## src/hw/rtl/rbqp_pkg.sv

```systemverilog
// Package for the read base quality profiler: sizes, state encoding and the
// command/status structs between the controller and the datapath.
// No dependencies.
`timescale 1ns / 1ps

package rbqp_pkg;

   localparam int MAX_READ_LEN = 512;
   localparam int QUAL_BINS    = 128;
   localparam int GC_BINS      = 101;
   localparam int POS_ENTRIES  = MAX_READ_LEN * 8;
   localparam int POS_AW       = $clog2(POS_ENTRIES);
   localparam int LEN_AW       = $clog2(MAX_READ_LEN);
   localparam int QUAL_AW      = $clog2(QUAL_BINS);
   localparam int GC_AW        = $clog2(GC_BINS);
   localparam int CLR_W        = POS_AW + 1;
   localparam int DIV_STEPS    = 24;
   localparam int DIV_CW       = $clog2(DIV_STEPS);

   localparam logic [7:0]  QOFS_33   = 8'd33;
   localparam logic [7:0]  QOFS_64   = 8'd64;
   localparam logic [7:0]  Q20       = 8'd20;
   localparam logic [7:0]  Q30       = 8'd30;
   localparam logic [15:0] LEN_MAX   = 16'hFFFF;
   localparam logic [23:0] QSUM_MAX  = 24'hFFFFFF;
   localparam logic [23:0] PCT_SCALE = 24'd100;

   localparam logic ACT_BASE = 1'b0;
   localparam logic ACT_READ = 1'b1;

   localparam logic KIND_SUMMARY = 1'b0;
   localparam logic KIND_STAT    = 1'b1;

   localparam logic [2:0] TSEL_POS_COUNT = 3'd0;
   localparam logic [2:0] TSEL_POS_QSUM  = 3'd1;
   localparam logic [2:0] TSEL_LENGTH    = 3'd2;
   localparam logic [2:0] TSEL_GC        = 3'd3;
   localparam logic [2:0] TSEL_QUAL      = 3'd4;
   localparam logic [2:0] TSEL_TOTALS    = 3'd5;

   localparam logic [11:0] TOT_Q20     = 12'd0;
   localparam logic [11:0] TOT_Q30     = 12'd1;
   localparam logic [11:0] TOT_BASES   = 12'd2;
   localparam logic [11:0] TOT_GC      = 12'd3;
   localparam logic [11:0] TOT_LONGEST = 12'd4;
   localparam logic [11:0] TOT_READS   = 12'd5;

   typedef enum logic [3:0] {
      ST_CLEAR,
      ST_IDLE,
      ST_POS_RD,
      ST_POS_WR,
      ST_DIV_LOAD,
      ST_DIV,
      ST_HIST_RD,
      ST_HIST_WR,
      ST_LOOK_RD,
      ST_LOOK_CAP,
      ST_EMIT
   } state_type;

   typedef struct packed {
      logic capture;
      logic clear_wr;
      logic pos_wr;
      logic div_load;
      logic div_step;
      logic hist_wr;
      logic look_cap;
      logic emit;
   } dp_cmd_type;

   typedef struct packed {
      logic action;
      logic last;
      logic clr_done;
      logic div_done;
      logic out_free;
   } dp_status_type;

endpackage

```

## src/hw/rtl/rbqp_ctrl.sv

```systemverilog
// Controller state machine of the profiler: sequences clear, base update,
// division, histogram update, lookup and result hand-off. Uses rbqp_pkg.
`timescale 1ns / 1ps

module rbqp_ctrl import rbqp_pkg::*; (
   input  logic          clock,
   input  logic          reset,
   input  logic          req_valid,
   output logic          req_stall,
   input  dp_status_type status,
   output dp_cmd_type    cmd
);

   state_type state_ff, state_in;

   always_ff @(posedge clock) begin
      if (reset) begin
         state_ff <= ST_CLEAR;
      end else begin
         state_ff <= state_in;
      end
   end

   always_comb begin
      state_in  = state_ff;
      cmd       = '0;
      req_stall = 1'b1;
      unique case (state_ff)
         ST_CLEAR: begin
            cmd.clear_wr = 1'b1;
            if (status.clr_done) begin
               state_in = ST_IDLE;
            end
         end
         ST_IDLE: begin
            req_stall = 1'b0;
            if (req_valid) begin
               cmd.capture = 1'b1;
               state_in    = ST_POS_RD;
            end
         end
         ST_POS_RD: begin
            // item now captured; branch on its kind
            if (status.action == ACT_READ) begin
               state_in = ST_LOOK_CAP;
            end else begin
               state_in = ST_POS_WR;
            end
         end
         ST_POS_WR: begin
            cmd.pos_wr = 1'b1;
            state_in   = status.last ? ST_DIV_LOAD : ST_IDLE;
         end
         ST_DIV_LOAD: begin
            cmd.div_load = 1'b1;
            state_in     = ST_DIV;
         end
         ST_DIV: begin
            cmd.div_step = 1'b1;
            if (status.div_done) begin
               state_in = ST_HIST_RD;
            end
         end
         ST_HIST_RD: begin
            state_in = ST_HIST_WR;
         end
         ST_HIST_WR: begin
            cmd.hist_wr = 1'b1;
            state_in    = ST_EMIT;
         end
         ST_LOOK_RD: begin
            state_in = ST_LOOK_CAP;
         end
         ST_LOOK_CAP: begin
            cmd.look_cap = 1'b1;
            state_in     = ST_EMIT;
         end
         ST_EMIT: begin
            if (status.out_free) begin
               cmd.emit = 1'b1;
               state_in = ST_IDLE;
            end
         end
         default: begin
            state_in = ST_IDLE;
         end
      endcase
   end

endmodule

```

## config.mk

```make
export PLATFORM = sky130hd
export DESIGN_NAME = rbqp_ctrl
export DESIGN_NICKNAME = d
export VERILOG_FILES = /design/src/hw/rtl/rbqp_pkg.sv /design/src/hw/rtl/rbqp_ctrl.sv
export SDC_FILE = /design/constraint.sdc
export NUM_CORES = 1
export LEC_CHECK = 0
export BUFFER_PORTS_ARGS = -buffer_cell sky130_fd_sc_hd__clkbuf_2
export CORE_AREA = 2 2 39 41
export CTS_BUF_LIST = sky130_fd_sc_hd__clkbuf_8
export CTS_CLUSTER_SIZE = 40
export DETAILED_ROUTE_END_ITERATION = 16
export DIE_AREA = 0 0 41 43
export PLACE_DENSITY = 0.58
export SYNTH_ARGS = -nofsm -noshare
export SYNTH_HDL_FRONTEND = slang
export SYNTH_SLANG_ARGS = --single-unit
```

## constraint.sdc

```tcl
create_clock -name clock -period 1.3 [get_ports clock]
set_clock_uncertainty 0.05 [all_clocks]
set_input_delay 0.13 -clock clock [delete_from_list [all_inputs] [get_ports clock]]
set_output_delay 0.13 -clock clock [all_outputs]
set_load 0.01 [all_outputs]
```

==> Yosys cells after proc, flatten, opt, wreduce, memory -nomap -nowiden <==
Cells that the tools add are included.
{ "classes": {"eq_ne": 14, "mux": 18, "reduce_logical": 3} }
{ "op_table": {"columns": ["operator", "count"], "rows": [
  ["4-bit one-hot mux with 10 select lines", 1],
  ["4-bit two-way mux", 5],
  ["4-bit by 3-bit == test with 1-bit output, second input constant", 4],
  ["4-bit == test, second input constant", 3],
  ["1-bit two-way mux", 11],
  ["4-bit by 2-bit == test with 1-bit output, second input constant", 2],
  ["2-bit inequality test, second input constant", 4],
  ["4-bit by 1-bit == test with 1-bit output, second input constant", 1],
  ["4-bit logical NOT", 1],
  ["4-bit AND reduction", 1],
  ["3-bit two-way mux", 1],
  ["2-bit OR reduction", 1]
]} }
{ "word_totals": {"ff_bits": 4, "input_bits": 8, "out_inout_bits": 9, "word_cells": 36} }

==> Longest topological paths before layout <==
Gate-level depths: netlist (run 1).
{ "logic_depth": {"depth_word": 3, "mapped_depth": 5, "depth_no_buf": 4} }

==> Worst setup path after synthesis (run 1) <==
No wires, ideal clock.
{ "synth_timing": {"kind": "reg-to-reg", "startpoint": "reg state_ff[1]", "endpoint": "reg state_ff[1]", "setup_ns": 0.119, "arrival_time_ns": 1.032, "required_ns": 1.131, "slack_ns": 0.099, "stages_incl_launch_ff": 5, "n_path_buf": 0, "synth_period_minus_slack_ns": 1.201, "cell_sequence": "dfxtp_1 > nor4b_2 > a31oi_1 > a2bb2oi_1 > o221a_1"} }
{ "synth_between": {"elab_chain_len": 3, "elab_cells_between_ends": 18, "cone_classes": "14 x eq/ne; 1 x mux; 3 x reduce/logical"} }
{ "synth_rtl": {"columns": ["element", "line", "rtl"], "rows": [
  ["from (decl)", "rbqp_ctrl.sv:14", "state_type state_ff, state_in;"],
  ["from (signal assigned)", "rbqp_ctrl.sv:20", "state_ff <= state_in;"],
  ["4-bit == test, or another cell as far along", "rbqp_ctrl.sv:28", "unique case (state_ff)"],
  ["2-bit OR reduction (no line) or 2-bit inequality test (tied branches)", null, null],
  ["4-bit one-hot mux with 10 select lines or 4-bit AND reduction (tied branches)", null, null]
]} }
Parallel ways exist; a longest one is shown, timed or not.
A chain may end at the register's enable or synchronous reset.

==> impl_metrics.py, run 1 <==
metrics = {
    "setup_path": {
        "path_buf_inv": 2,
        "crit_fanout": 6,
        "critPathRequiredTime_ns": 1.12,
        "cpLargestDelayFamily": "flip-flops",
        "startpoint_type": "flop",
        "cp_cell_sequence": "buf_6 > nand2b_4 > nor2_4 > and2_1 > buf_2",
        "max_stage_delay_ns": 0.35,
        "endpoint_kind": "primary output",
        "critPathKind": "flop to primary output",
        "cp_slowest_cell": "dfxtp_4",
        "crit_arrival_ns": 1.16,
    },
    "die": {
        "die_area_um2": 1760,
        "fp.dieW_um": 41,
        "die_y_um": 43,
        "initial_utilization_pct": 26.6,
        "design.portCount": 17,
        "core_area_um2": 1380,
        "row_count": 14,
    },
    "sta": {
        "holdWs_ns": 0.0840,
        "slew_viol_final": 0,
        "rsz0062_at_grt": "true",
        "max_freq_ghz": 0.745,
        "period_needed_ns": 1.34,
        "final.setup.tns_ns": -0.169,
        "max-slew-margin-rel_pct": 82.9,
        "fin_crit_sh_pct": 103,
        "worst_slack_ns": -0.0415,
        "hold_violations": 0,
        "max_slew.worst_pin.slew_ns": 0.256,
        "finalSetupViolCount": 6,
    },
    "yosys": {
        "synth_fp_nets": 58,
        "synthesis.area_um2": 368,
        "yosysTopAreaCell": "dfxtp_1",
        "synth_most_common_cell": "nor2_1",
        "synth_cell_types": 29,
        "synth_seq_area_share_pct": 21.8,
        "ys_top_cells_by_area": "dfxtp_1, nor2_1, nand2b_1, nor3_1, nor4b_2",
        "ys_ff_latch": 4,
        "synth_flop_cell": "dfxtp_1",
        "yosys_warnings": 0,
        "synth_cells": 50,
        "synth_edf_count": 0,
        "yosys-top-cells-count": "nor2_1, dfxtp_1, nand2_1, nand2b_1, nor3_1",
        "synth_top_area_share_pct": 21.8,
        "syn_area_per_cell_um2": 7.36,
        "synthArstFlopShare_pct": 0,
    },
    "placed_design": {
        "dpl.hpwl_um": 798,
        "gp_congestion": 0.795,
        "preCtsSetupSlack_ns": -0.0163,
        "dp.cells": 87,
        "portBuffers": 16,
    },
    "pwr": {
        "p_leak_uw": 0.000334,
        "power_uw": 1090,
        "p_per_area_nw_per_um2": 1510,
        "ir_drop_v": 0.000791,
    },
    "clocking": {
        "cts_tree": "done",
        "cts-buffers-inserted": 3,
        "cts.sinks": 4,
        "clkLatencyLatePin_ns": 0.22,
        "h-tree-depth": 1,
        "cts_root_buffer": "clkbuf_8",
        "path_clk_slew_ns": 0.03,
        "cts_buffer_depth": 2,
    },
    "cells_and_area": {
        "fin_cells": 97,
        "drive_above_1_share_pct": 65.4,
        "seqCellArea_um2": 95.1,
        "largest_reg_flops": 4,
        "area_growth_pct": 95.2,
        "n_antenna_cell": 0,
        "fillCellCount": 129,
        "multiInputGateArea_um2": 334,
        "reg.largest.list": "state_ff: 4 flops",
        "top_register": "state_ff",
        "fin_nets": 91,
    },
    "route": {
        "ant_nets": 0,
        "drtIter0Drc": 4,
        "drtPass1Iterations": 4,
        "vias": 490,
        "post_drt_wl_per_cell_um": 14.0,
        "wl_um": 1360,
        "drc_errors": 0,
        "viasPerCell": 5.05,
    },
    "run": {
        "max_cap_violations": 0,
    },
    "global_route": {
        "grt_pass1_wl_um": 2030,
        "track_usage_pct": 17.7,
        "antenna_found_initial": 0,
        "grt_max_degree": 9,
        "overflow": 0,
        "grt_pass1_vias": 453,
    },
    "worst_hold_path": {
        "hold_path.class": "input pin to flop",
    },
    "run_status": {
        "outcome": "finished, violations left",
        "violations": "negative setup slack",
    },
}
==> layout by cell type (no fill, tap or decap), types with 2 or more instances in the layout <==
master,n
o22ai_1,2
a21oi_1,2
buf_4,12
nor2_1,3
nand2b_4,2
nor2_2,4
clkbuf_8,3
nand2_1,3
o21bai_1,2
buf_6,3
clkbuf_2,8
nor3_1,2
dfxtp_4,4
a31oi_1,2
buf_2,8
==> layer usage <==
layer	part of all wire (%)	wire length (um)	GRT usage, %	vias up
met2	56	760	30.3	15
met3	3.7	50	4.71	4
met4	2.6	35	8.00	0
li1	-	-	-	251
met1	38	515	18.6	220
met5	0	0	0	-
==> layout make-up <==
cell class,instances,share of cell area (%)
clock buffer,3,5.75
inverter,1,0.523
multi-input combinational,41,46.5
sequential,4,13.2
tap,16,2.79
timing repair buffer,32,31.2
==> metrics by stage <==
| step | cell area, um^2 | util [%] |
|---|---|---|
| 2_1_floorplan | 368 | - |
| 3_3_place_gp | 519 | 37.5 |
| 3_5_place_dp | 519 | 37.5 |
| 4_1_cts | 661 | 47.7 |
| 5_1_grt | 718 | 51.9 |
| 6_report | 718 | 51.9 |
==> final timing paths <==
kind	from	to	slack [ns]	cells after the start
setup / recovery	state_ff[2]$_SDFFE_PP0P_	cmd[1]	-0.04	5
hold / removal	reset	state_ff[2]$_SDFFE_PP0P_	0.08	2
setup reg to reg	state_ff[1]$_SDFFE_PP0P_	state_ff[1]$_SDFFE_PP0P_	-0.02	4
hold reg to reg	state_ff[3]$_SDFFE_PP0P_	state_ff[2]$_SDFFE_PP0P_	0.56	2
==> report_power, final <==
part	switching [uW]	leakage, uW	total, uW	internal [uW]
combinational	291	0.000277	606	315
clock	72.0	0.0000216	270	198
sequential	51.5	0.0000356	211	159
total	415	0.000334	1090	672
==> worst reg2reg max path: cells and delay by family, from the launching register on <==
| family | cells | cell delay [ns] |
|---|---|---|
| simple gates | 1 | 0.26 |
| flops | 1 | 0.36 |
| compound gates | 3 | 0.54 |
==> timing repair <==
action                     in CTS  in global routing
pin swaps                       2                  8
gates cloned                    0                  0
setup endpoints to repair       9                 10
hold buffers                    0                  0
setup buffers                   6                  1
resized for setup              15                 20
==> cell families after synthesis <==
group,synth area share [%]
AO/OA/AOI/OAI,24.8
AND/OR/NAND/NOR,44.6
flip-flops,21.8
buffers and inverters,8.84
(Power assumes the default switching activity.)
==> inputs of run 2 (changes only) <==
==> constraint.sdc (replaced) <==
create_clock -name clock -period 1.3 [get_ports clock]
set_clock_uncertainty 0.05 [all_clocks]
set_input_delay 0.13 -clock clock [delete_from_list [all_inputs] [get_ports clock]]
set_output_delay 0.13 -clock clock [all_outputs]
set_load 0.005 [all_outputs]
==> run 2 against run 1 <==
Against the previous run:
- the flow still finishes with violations (negative setup slack)
- setup slack improved by 0.0018 ns
- sequential share of layout area grew 0.74 points
- sequential power down 4%
- register-to-register slack better by 0.02 ns
- power shrank 11%
- largest power group unchanged
- highest routed layer unchanged
==> impl_metrics.py, run 2 (same netlist as run 1, synthesis figures left out) <==
metrics = {
    "run_status": {
        "outcome": "finished, violations left",
        "violations": "negative setup slack",
    },
    "route": {
        "drtIter0Drc": 12,
        "vias": 468,
        "post_drt_wl_per_cell_um": 11.4,
        "drc_errors": 0,
        "drtPass1Iterations": 4,
        "top_layer": "met4",
        "route.met2.wl_um": 532,
        "wl_met1_um": 481,
        "met3WireLength_um": 41,
        "ant_nets": 0,
        "viasPerCell": 4.98,
        "wl_um": 1070,
    },
    "setup_path": {
        "crit_fanout": 6,
        "endpoint_kind": "primary output",
        "startpoint_type": "flop",
        "max_stage_delay_ns": 0.36,
        "cp_slowest_cell": "dfxtp_4",
        "crit_arrival_ns": 1.16,
        "cp_cell_sequence": "buf_6 > nand2b_4 > nor2_4 > and2_4 > clkbuf_2",
        "path_buf_inv": 2,
        "critPathKind": "flop to primary output",
        "cpLargestDelayFamily": "flip-flops",
        "critPathRequiredTime_ns": 1.12,
    },
    "global_route": {
        "grt_pass1_wl_um": 1590,
        "track_usage_pct": 13.4,
        "overflow": 0,
        "grt_max_degree": 11,
        "grt_pass1_vias": 369,
        "antenna_found_initial": 0,
    },
    "die": {
        "die_area_um2": 1760,
        "initial_utilization_pct": 26.6,
        "fp.dieW_um": 41,
        "core_area_um2": 1380,
        "row_count": 14,
        "die_y_um": 43,
        "design.portCount": 17,
    },
    "placed_design": {
        "portBuffers": 16,
        "gp_congestion": 0.755,
        "dpl.hpwl_um": 797,
        "preCtsSetupSlack_ns": -0.0138,
        "postPlaceCellArea_um2": 522,
    },
    "clocking": {
        "path_clk_slew_ns": 0.03,
        "cts_tree": "done",
        "ctsHoldBuffers": 0,
        "cts-buffers-inserted": 3,
        "cts_buffer_depth": 2,
        "cts.sinks": 4,
        "clkLatencyLatePin_ns": 0.22,
        "h-tree-depth": 1,
        "cts_root_buffer": "clkbuf_8",
    },
    "cells_and_area": {
        "post-route-cell-area_um2": 644,
        "fin_nets": 88,
        "n_antenna_cell": 0,
        "drive_above_1_share_pct": 56.4,
        "final_cell_mix": "clkbuf_2, buf_4, nor2_1",
        "reg.largest.list": "state_ff: 4 flops",
        "area_growth_pct": 75.2,
        "layout_commonest_cell": "clkbuf_2",
        "top_register": "state_ff",
        "largest_reg_flops": 4,
    },
    "sta": {
        "max_slew.worst_pin.slew_ns": 0.236,
        "slew_viol_final": 0,
        "finalSetupViolCount": 4,
        "hold_violations": 0,
        "period_needed_ns": 1.34,
        "rsz0062_at_grt": "true",
        "worst_slack_ns": -0.0397,
        "fin_crit_sh_pct": 103,
        "max-slew-margin-rel_pct": 84.2,
        "max_freq_ghz": 0.746,
    },
    "worst_hold_path": {
        "hold_path.class": "input pin to flop",
    },
    "pwr": {
        "power_uw": 972,
        "ir_drop_v": 0.000651,
        "p_per_area_nw_per_um2": 1510,
        "p_leak_uw": 0.000301,
    },
    "run": {
        "max_cap_violations": 0,
    },
}
## run 2: changes by cell type in the layout (fill, tap and decap cells not counted), moves of 3 or more
cell / before / now
clkbuf_2: 8 / 12
buf_4: 12 / 9
nor2_1: 3 / 6
buf_2: 8 / 4
nor2_2: 4 / 1
## run 2: worst paths after layout
path                            startpoint                       end  slack [ns]  depth (start not counted)
setup / recovery  state_ff[2]$_SDFFE_PP0P_                    cmd[1]       -0.04                          5
setup reg to reg  state_ff[2]$_SDFFE_PP0P_  state_ff[1]$_SDFFE_PP0P_           0                          4
hold reg to reg   state_ff[0]$_SDFFE_PP0P_  state_ff[0]$_SDFFE_PP0P_        0.58                          2
hold / removal                       reset  state_ff[3]$_SDFFE_PP0P_        0.09                          2
## run 2: per-layer routing
metal / vias to the layer above / global-route usage [%]
met1: 207 / 16.0
met3: 2 / 3.66
met2: 14 / 21.3
met4: 0 / 6.00
li1: 245 / -
met5: - / 0
## run 2: final cells by class
cell class                 count  area (um^2)
timing repair buffer          29          193
fill                         136          739
tap                           16         20.0
clock buffer                   3         41.3
inverter                       1         3.75
multi-input combinational     41          297
sequential                     4         90.1
## run 2: worst register-to-register path, stage by stage, from the launching register on
cell	delay (ns)
dfxtp_4	0.36
nor3_1	0.25
o21bai_1	0.15
a2bb2oi_1	0.10
o221a_1	0.27
## run 2: what timing repair did
item                                    in CTS  in global routing
pin swaps                                    2                  1
endpoints found under the setup margin       8                  8
buffers inserted                             2                  0
resized for setup                           15                  7
## run 2: power by group
group / leakage, uW / switching [uW] / internal [uW]
Sequential: 0.0000350 / 46.7 / 156
Clock: 0.0000216 / 67.0 / 198
Combinational: 0.000245 / 226 / 279
## run 2: metrics by stage
stage | hold WS, ns | TNS, ns | utilization, % | cells
after floorplan | 0.149 | 0 | - | 50
after global placement | 0.319 | -0.00444 | 37.7 | 89
after detailed placement | 0.325 | -0.0138 | 37.7 | 89
after CTS | 0.0860 | -0.0815 | 45.6 | 94
after global routing | 0.103 | -0.378 | 46.6 | 94
final | 0.0865 | -0.0483 | 46.6 | 94
==> inputs of run 3 (changes only) <==
--- a/config.mk
+++ b/config.mk
@@ -6,12 +6,14 @@
 export NUM_CORES = 1
 export LEC_CHECK = 0
 export BUFFER_PORTS_ARGS = -buffer_cell sky130_fd_sc_hd__clkbuf_2
-export CORE_AREA = 2 2 39 41
+export CELL_PAD_IN_SITES_DETAIL_PLACEMENT = 0
+export CELL_PAD_IN_SITES_GLOBAL_PLACEMENT = 2
+export CORE_MARGIN = 2
+export CORE_UTILIZATION = 21
 export CTS_BUF_LIST = sky130_fd_sc_hd__clkbuf_8
 export CTS_CLUSTER_SIZE = 40
 export DETAILED_ROUTE_END_ITERATION = 16
-export DIE_AREA = 0 0 41 43
-export PLACE_DENSITY = 0.58
+export PLACE_DENSITY = 0.77
 export SYNTH_ARGS = -nofsm -noshare
 export SYNTH_HDL_FRONTEND = slang
 export SYNTH_SLANG_ARGS = --single-unit
==> run 3 against run 2 <==
Against the previous run:
- the run still ends with negative setup slack left
- flip-flop and latch count unchanged
- critical endpoint unchanged
- worst hold slack worse by 0.013 ns
- die area up 19%
- combinational power up 7.5%
- first-iteration DRC count down 50%
- setup slack better by 0.026 ns
- final cell count unchanged
- global-route usage down 1.3 points
- routed wire length up 6.2%
- count of clock-buffer cells in the layout unchanged
- clock power down 2%
- highest routed layer unchanged
- sequential share of layout area about the same
==> impl_metrics.py, run 3 (same netlist as run 1, synthesis figures left out) <==
metrics = {
    "route": {
        "post_drt_wl_per_cell_um": 12.1,
        "drtIter0Drc": 6,
        "viasPerCell": 4.96,
        "ant_nets": 0,
        "vias": 466,
        "drc_errors": 0,
        "wl_um": 1140,
        "drtPass1Iterations": 2,
    },
    "global_route": {
        "track_usage_pct": 12.1,
        "antenna_found_initial": 0,
        "grt_pass1_vias": 438,
        "grt_pass1_wl_um": 1860,
        "overflow": 0,
        "grt_max_degree": 15,
    },
    "sta": {
        "rsz0062_at_grt": "true",
        "period_needed_ns": 1.31,
        "finalSetupViolCount": 1,
        "max_freq_ghz": 0.761,
        "max-slew-margin-rel_pct": 83.8,
        "fin_crit_sh_pct": 101,
        "worst_slack_ns": -0.0138,
        "hold_violations": 0,
        "max_slew.worst_pin.slew_ns": 0.243,
        "holdWs_ns": 0.0739,
        "slew_viol_final": 0,
    },
    "pwr": {
        "seqPwrFrac_pct": 19.5,
        "p_int_uw": 646,
        "p_leak_uw": 0.000310,
        "pwr-share-comb_pct": 54.3,
        "pwr-share-clk_pct": 26.2,
        "power.switching_uw": 353,
        "p_per_area_nw_per_um2": 1510,
        "switching_share_pct": 35.3,
        "ir_drop_v": 0.000521,
    },
    "cells_and_area": {
        "fillCellCount": 183,
        "fin_nets": 87,
        "post-route-cell-area_um2": 661,
        "top_register": "state_ff",
        "fin_cells": 94,
        "reg.largest.list": "state_ff: 4 flops",
        "layout_commonest_cell": "clkbuf_2",
        "largest_reg_flops": 4,
        "n_antenna_cell": 0,
        "drive_above_1_share_pct": 58.4,
        "final_cell_mix": "clkbuf_2, buf_4, nor2_1",
        "area_growth_pct": 79.6,
    },
    "clocking": {
        "clkLatencyLatePin_ns": 0.22,
        "cts_buffer_depth": 2,
        "cts-buffers-inserted": 3,
        "ctsHoldBuffers": 0,
        "h-tree-depth": 1,
        "cts_tree": "done",
        "cts_root_buffer": "clkbuf_8",
        "cts.sinks": 4,
        "path_clk_slew_ns": 0.03,
    },
    "setup_path": {
        "endpoint_kind": "primary output",
        "critPathRequiredTime_ns": 1.12,
        "reg2reg_from": "state_ff[3]$_SDFFE_PP0P_",
        "r2r_end": "state_ff[1]$_SDFFE_PP0P_",
        "r2r_slack_ns": 0.03,
        "startpoint_type": "flop",
        "max_stage_delay_ns": 0.36,
        "crit_fanout": 7,
        "cpLargestDelayFamily": "flip-flops",
        "critPathKind": "flop to primary output",
        "crit_arrival_ns": 1.13,
        "path_buf_inv": 2,
        "reg2reg_depth": 4,
        "cp_cell_sequence": "buf_6 > nand2b_4 > nor2_4 > and2_1 > buf_2",
        "cp_slowest_cell": "dfxtp_4",
    },
    "die": {
        "initial_utilization_pct": 21.8,
        "die_y_um": 45.9,
        "core_area_um2": 1690,
        "design.portCount": 17,
        "fp.dieW_um": 45.9,
        "row_count": 15,
        "die_area_um2": 2100,
    },
    "run": {
        "max_cap_violations": 0,
    },
    "placed_design": {
        "portBuffers": 16,
        "gp_congestion": 0.768,
        "dpl.hpwl_um": 772,
        "dp.cells": 87,
        "postPlaceCellArea_um2": 513,
        "preCtsSetupSlack_ns": 0.0114,
    },
    "worst_hold_path": {
        "hold_path.class": "input pin to flop",
        "min_from": "reset",
        "hold_depth": 2,
        "hold_end": "state_ff[3]$_SDFFE_PP0P_",
    },
    "run_status": {
        "outcome": "finished, violations left",
        "violations": "negative setup slack",
    },
}
-- run 3: power by group through the flow --
stage | registers (uW) | clock network (uW) | logic [uW]
after floorplan | 177 | 0 | 250
after global placement | 183 | 0 | 398
after detailed placement | 183 | 0 | 394
after CTS | 193 | 266 | 516
after global routing | 198 | 275 | 591
final | 195 | 261 | 542
-- run 3: metrics by stage --
stage,total power (uW),TNS (ns),utilization [%]
after floorplan,427,0,-
after global placement,581,0,30.4
after detailed placement,577,0,30.4
after CTS,975,-0.0333,38.2
after global routing,1060,-0.316,39.1
final,998,-0.0138,39.1
-- run 3: layout make-up --
type | count | area (um^2) | share of cell area, %
clock buffer | 3 | 41.3 | 6.25
sequential | 4 | 92.6 | 14.0
tap | 17 | 21.3 | 3.22
multi-input combinational | 41 | 308 | 46.6
inverter | 1 | 3.75 | 0.568
timing repair buffer | 28 | 194 | 29.4
-- run 3: worst max-delay path by stage --
stage / start / end / slack [ns] / cells after the start
2_1_floorplan: state_ff[1]$_SDFFE_PP0P_ / state_ff[1]$_SDFFE_PP0P_ / 0.1 / 4
3_3_place_gp: state_ff[0]$_SDFFE_PP0P_ / state_ff[1]$_SDFFE_PP0P_ / 0.01 / 5
3_5_place_dp: state_ff[2]$_SDFFE_PP0P_ / state_ff[1]$_SDFFE_PP0P_ / 0.01 / 4
4_1_cts: state_ff[2]$_SDFFE_PP0P_ / cmd[1] / -0.03 / 5
5_1_grt: state_ff[2]$_SDFFE_PP0P_ / cmd[1] / -0.07 / 5
6_report: state_ff[2]$_SDFFE_PP0P_ / cmd[1] / -0.01 / 5
-- run 3: metal layers --
metal / global-route usage (%) / share of wire [%] / up-vias / wire length (um)
li1: - / - / 239 / -
met1: 15.1 / 44 / 212 / 504
met2: 18.9 / 48 / 13 / 551
met3: 2.78 / 5.5 / 2 / 63
met4: 6.86 / 1.7 / 0 / 19
met5: 0 / 0 / - / 0
-- run 3: timing repair --
| item | 4_1_cts | 5_1_grt |
|---|---|---|
| resized for setup | 17 | 8 |
| pin swaps | 3 | 3 |
| buffers inserted | 5 | 0 |
| setup endpoints to repair | 9 | 9 |
